<file path="config.mk">
export PLATFORM = sky130hd
export DESIGN_NAME = smmc_cell
export DESIGN_NICKNAME = d
export VERILOG_FILES = /design/src/hw/rtl/smmc_pkg.sv /design/src/hw/rtl/smmc_cell.sv
export SDC_FILE = /design/constraint.sdc
export NUM_CORES = 1
export LEC_CHECK = 0
export BUFFER_PORTS_ARGS = -buffer_cell sky130_fd_sc_hd__buf_4
export CAP_MARGIN = 20
export CORE_MARGIN = 1
export CORE_UTILIZATION = 34
export CTS_BUF_LIST = sky130_fd_sc_hd__clkbuf_2
export CTS_CLUSTER_SIZE = 28
export DETAILED_ROUTE_END_ITERATION = 10
export GPL_TIMING_DRIVEN = 0
export PLACE_DENSITY = 0.79
export SKIP_CTS_REPAIR_TIMING = 1
export SYNTH_ARGS = -nofsm -noshare
export SYNTH_HDL_FRONTEND = slang
export SYNTH_SLANG_ARGS = --single-unit
</file>
<file path="constraint.sdc">
create_clock -name clock -period 0.8 [get_ports clock]
set_input_delay 0 -clock clock [delete_from_list [all_inputs] [get_ports clock]]
set_output_delay 0 -clock clock [all_outputs]
set_load 0.01 [all_outputs]
</file>
<file path="src/hw/rtl/smmc_pkg.sv">
// Shared types and constants for the subset mask match counter.
package smmc_pkg;

   // Width of one input item's bit position field.
   localparam int BIT_INDEX_W = 6;

   // Mask bits held by one compare cell.
   localparam int CELL_BITS   = 8;
   localparam int CELL_OFS_W  = $clog2(CELL_BITS);
   localparam int CELL_SEL_W  = BIT_INDEX_W - CELL_OFS_W;

   // Result count width and its saturation value.
   localparam int COUNT_W               = 11;
   localparam logic [COUNT_W-1:0] COUNT_MAX = {COUNT_W{1'b1}};

   // Stream data widths, whole bytes.
   localparam int REQ_TDATA_W = 16;
   localparam int RSP_TDATA_W = 16;

   // Operation codes carried in the low bits of req_tdata.
   typedef enum logic [1:0] {
      OP_LOAD  = 2'd0,
      OP_QUERY = 2'd1,
      OP_CLEAR = 2'd2
   } op_type;

   // Sequencer states.
   typedef enum logic [1:0] {
      ST_IDLE,
      ST_SCAN,
      ST_DRAIN,
      ST_DONE
   } state_type;

   // Mask update control broadcast to every cell.
   typedef struct packed {
      logic                   set;
      logic                   clr;
      logic [BIT_INDEX_W-1:0] bit_index;
   } cell_ctrl_type;

   // Per-entry status that travels down the cell chain beside the entry.
   typedef struct packed {
      logic vld;
      logic tail;
      logic match;
   } scan_flow_type;

endpackage

</file>
<file path="src/hw/rtl/smmc_cell.sv">
// One compare cell: holds a slice of the building mask and checks that slice of a passing entry.
module smmc_cell #(
   parameter int CELL_IDX = 0,
   parameter int PAD_W    = 64
) (
   input  logic                                  clock,
   input  logic                                  reset,
   input  smmc_pkg::cell_ctrl_type               ctrl,
   input  smmc_pkg::scan_flow_type               flow_in,
   input  logic [PAD_W-1:0]                      entry_in,
   output smmc_pkg::scan_flow_type               flow_out,
   output logic [PAD_W-1:0]                      entry_out,
   output logic [smmc_pkg::CELL_BITS-1:0]        mask_slice
);

   logic [smmc_pkg::CELL_BITS-1:0] mask_ff;
   logic [smmc_pkg::CELL_BITS-1:0] mask_in;
   logic [smmc_pkg::CELL_BITS-1:0] bit_onehot;
   smmc_pkg::scan_flow_type        flow_ff;
   smmc_pkg::scan_flow_type        flow_in_next;
   logic [PAD_W-1:0]               entry_ff;
   logic                           hit;
   logic                           slice_ok;

   // The upper bits of the position pick the cell, the lower bits the bit in its slice.
   assign hit = ctrl.set &&
      (ctrl.bit_index[smmc_pkg::BIT_INDEX_W-1 -: smmc_pkg::CELL_SEL_W] ==
       smmc_pkg::CELL_SEL_W'(CELL_IDX));
   assign bit_onehot = smmc_pkg::CELL_BITS'(1) << ctrl.bit_index[smmc_pkg::CELL_OFS_W-1:0];

   always_comb begin
      if (ctrl.clr) begin
         mask_in = '0;
      end else if (hit) begin
         mask_in = mask_ff | bit_onehot;
      end else begin
         mask_in = mask_ff;
      end
   end

   // An entry stays a subset only if none of its bits in this slice lie outside the mask.
   assign slice_ok = ((entry_in[CELL_IDX*smmc_pkg::CELL_BITS +: smmc_pkg::CELL_BITS] &
                       ~mask_ff) == '0);

   always_comb begin
      flow_in_next       = flow_in;
      flow_in_next.match = flow_in.match & slice_ok;
   end

   always_ff @(posedge clock) begin
      if (reset) begin
         mask_ff <= '0;
         flow_ff <= '0;
      end else begin
         mask_ff <= mask_in;
         flow_ff <= flow_in_next;
      end
   end

   always_ff @(posedge clock) begin
      entry_ff <= entry_in;
   end

   assign flow_out   = flow_ff;
   assign entry_out  = entry_ff;
   assign mask_slice = mask_ff;

endmodule

</file>
Word level (Yosys, flattened, before mapping)
Cells that the tools add are included.

Shifts and indexed selects: 1. Bitwise gates (word level): 4. Reduce and logical (&&, ||, !) cells: 4.

Operators by type and width (count): AND 8 bit (1); zero test 8 bit (1); inverter 8 bit (1); bitwise OR 8 bit (1); left shift 1 x 3 -> 8 bit (first input constant) (1); zero test 3 bit (1); OR reduction 2 bit (1); AND 1 bit (1); logical AND 1 bit (1).

Bits in registers: 75. Input port bits: 77. Output and inout bits: 75. Word-level logic and storage cells: 14.

Longest topological paths before layout
Depth after elaboration: 4. Gate-level depth with buffers: 3. Mapped depth without buffers: 3.

Worst setup path before layout
No wires, ideal clock.

Path kind: flip-flop to flip-flop. From: reg mask_ff, in the netlist mask_slice[4]. To: reg flow_ff, in the netlist flow_out[0]. Setup time: 0.092 ns. Arrival: 0.768 ns. Required time: 0.708 ns. Setup slack: -0.060 ns. Stages on the path, launching flop included: 4. Buffers on the path: 0. Clock period less this slack: 0.860 ns. Cells stage by stage: dfxtp_1 > nand2b_1 > nand3b_1 > nor4_1.

Cells in the longest elaborated chain, start to end: 4.

Ends and longest elaborated chain: from (decl) (RTL line smmc_cell.sv:16) `logic [smmc_pkg::CELL_BITS-1:0] mask_ff;`; from (signal assigned) (RTL line smmc_cell.sv:55) `mask_ff <= mask_in;`; inverter 8 bit (RTL line smmc_cell.sv:43) `~mask_ff) == '0);`; AND 8 bit (RTL line smmc_cell.sv:42) `assign slice_ok = ((entry_in[CELL_IDX*smmc_pkg::CELL_BITS +: smmc_pkg::CELL_BITS] &`; zero test 8 bit (RTL line smmc_cell.sv:42); AND 1 bit (RTL line smmc_cell.sv:47) `flow_in_next.match = flow_in.match & slice_ok;`; to (signal assigned) (RTL line smmc_cell.sv:56) `flow_ff <= flow_in_next;`; to (decl) (RTL line smmc_cell.sv:19) `smmc_pkg::scan_flow_type flow_ff;`.

Every way passes these cells. A chain may end at the register's enable or synchronous reset.

Worst setup path in the final report
From: in reset. To: reg mask_ff, in the netlist mask_slice[6].

Cells in the longest elaborated chain, start to end: 1.

Ends and longest elaborated chain: from (decl) (RTL line smmc_cell.sv:7) `input logic reset,`; OR reduction 2 bit (no source line).

Every way passes these cells.

==> summary.md <==
| Metric | Value |
|---|---|
| Status | finished with violations |
| Failing checks | negative hold slack, negative setup slack |
| WP data required | between 1000 and 1500 ps |
| RSZ-0062 raised after global routing | true |
| Crit share post-route | 1.31 |
| Share of cells above drive strength 1 | 0.723 |
| Diodes inserted | 0 |
| Drt drc | 0 |
| Post-route total power | a little under 7000 uW |
| Detailed-route wire length | about 7900 um |
| Largest family of logic cells by synthesized area | simple AND/OR/NAND/NOR gates |
| Pleak | approximately 0.0019 uW |
| CTS buffer count | 9 |
| Max Slew Vio Count | 0 |
| Flops & latches, synth | 75 |
| I/O pin cnt | 152 |
| Crit path capture | mask_slice[6] |
| Peak VDD IR | 0.932 mV |
| Number of antenna violations at the first check in global routing | 0 |
| Core footprint | just under 5000 um2 |
| Nets | 419 |
| Synth Area in Adders | 0 |
| Synthesized Nets | around 180 |
| Initial DRC count | 74 |
| Hold Vio Cnt, Final | 6 |
| Worst Path Max Fanout | 6 |
| Multiplexer share of the synthesized area | 0 |
| Die height | 73.5 um |
| Final setup vio count | 82 |
| Syn Inst Count | around 110 |
| Area Growth Syn to Fin | 139% |
| Headroom to the max-slew limit | 0.654 |
| Setup_tns | -13010 ps |
| Largest net degree at the start of global routing | 13 |
| Post-synthesis cell type count | 17 |
| Clock Pin Slew Worst Setup and Hold Paths | between 150 and 200 ps |
| Vias in the first global route | 1333 |
| Row count | 25 |
| Clock latency at the later pin of the worst-skew pair | roughly 470 ps |
| Worst-Margin Slew | about 510 ps |
| Sinks on Clock Net | between 70 and 80 |
| Synth Area in Compound Gates | 0.0532 |
| Syn avg cell area | roughly 17 um2 |
| Part of the Yosys area used for sequential elements | 0.863 |
| Most frequent cells in the layout | buf_4, buf_6, dlygate4sd3_1 |
| Power density cells | 1660 nW/um2 |
| Die width | around 74 um |
| Via count | 1801 |
| Port Buffers | 151 |
| Most common cell after layout, fill and taps aside | buf_4 |
| Register-to-register setup slack | -90 ps |
| Crit Reg-Reg Endpoint | flow_out[0] |
| Gp weighted congestion | slightly below 0.7 |
| Initial core utilization | 0.361 |
| Post-layout min period | about 1100 ps |
| Synth Cell Area | approximately 1700 um2 |
| Critical Path AT | roughly 1500 ps |
| Total track usage | 0.172 |
| Syn. warnings | 0 |
| CP Class | in2reg |
| Setup Skew | ~15 ps |
| Max H-tree Level | 3 |
| Vias per inst | approximately 4.4 |
| Remaining Overflow, GRT | 0 |
| Max Clock Freq | 951 MHz |
| Fin worst setup slack | -251 ps |
| Post-DP Area | 2960 um2 |
| Clock buffer depth | 2 |
| Avg WL per Cell | about 19 um |
| Design Area, Final | between 4000 and 5000 um2 |
| Startpoint types | primary input |
| Crit end category | flop |
| Post-Place Worst Slack | -97.5 ps |
| Global-route wire length before repair | around 6500 um |
| Clock root buffer | clkbuf_2 |
| CTS tree | built |
| DIE AREA | ~5400 um2 |
| Max-Cap Viols | 0 |
| XOR/XNOR Fraction of Synth Area | 0 |
| Worst setup path startpoint | reset |
| Worst R2R Start | mask_slice[4] |
| 1st-pass router iterations | 4 |
| Fin Hold WS | -50.0 ps |
| Reg2Reg Depth | 3 |
| Simple logic cell fraction of the synthesized area | 0.0776 |
| Worst hold-check path type | in2reg |
| Final ANT Viol Nets | 0 |
## report_power, final
group / internal [uW] / leakage, uW / switching, uW
combinational: 802 / 0.00123 / 378
clock: 368 / 0.0000507 / 1310
sequential: 3950 / 0.000635 / 102
total: 5120 / 0.00192 / 1790
## stage by stage
step,std cells,util
2_1_floorplan,105,-
3_3_place_gp,323,0.615
3_5_place_dp,323,0.615
4_1_cts,338,0.631
5_1_grt,413,0.865
6_report,413,0.865
## final cells by class
| cell class | instances | area [um2] |
|---|---|---|
| timing repair buffer | 226 | 2160 |
| sequential | 75 | 1590 |
| fill | 220 | 652 |
| multi-input combinational | 27 | 240 |
| tap | 67 | 83.8 |
| clock buffer | 9 | 45.0 |
| clock inverter | 6 | 32.5 |
| inverter | 3 | 11.3 |
## routing by layer
layer  vias up  share of wire  GRT usage
li1        832              -          -
met1       835           0.37      0.176
met2       108           0.51      0.290
met3        26          0.081     0.0631
met4         0          0.036      0.122
met5         -              0          0
## synth_stat cells
cell type	number	area (um2)
nor2b_1	1	6.26
dfxtp_1	75	1500
nor4b_1	2	17.5
and4bb_2	1	12.5
nor4_1	2	12.5
o2111ai_1	1	8.76
a22o_1	2	17.5
nand3b_1	1	7.51
nor2_4	1	11.3
and4b_1	1	10.0
and3_4	1	11.3
nand2b_1	4	25.0
nor2_1	1	3.75
o22ai_1	1	6.26
a22o_2	6	60.1
inv_1	3	11.3
and2b_2	2	17.5
## worst max-delay path: stages
cell	delay [ps]
buf_4	130
dlygate4sd3_1	630
nor4b_1	480
a22o_2	230
## worst min-delay path by stage
stage	from	endpoint	slack, ps	cells after the start
after floorplan	entry_in[0]	entry_out[0]	30	0
after global placement	entry_in[21]	entry_out[21]	100	1
after detailed placement	entry_in[12]	entry_out[12]	110	1
after CTS	entry_in[28]	entry_out[28]	-430	1
after global routing	ctrl[6]	mask_slice[1]	-80	3
final	ctrl[6]	mask_slice[1]	-50	3
## state kept, by name, summed over array words and instances, names as in the netlist
signal / flops
entry_out: 64
mask_slice: 8
flow_out: 3
## cells by family (layout without fill, tap and decap cells)
group	count (synthesis)	count (layout)
DFF	75	75
AOI/OAI and AO/OA	10	10
buffers and inverters	3	244
and+or+nand+nor	17	17
Power figures use the tool's default switching activity.
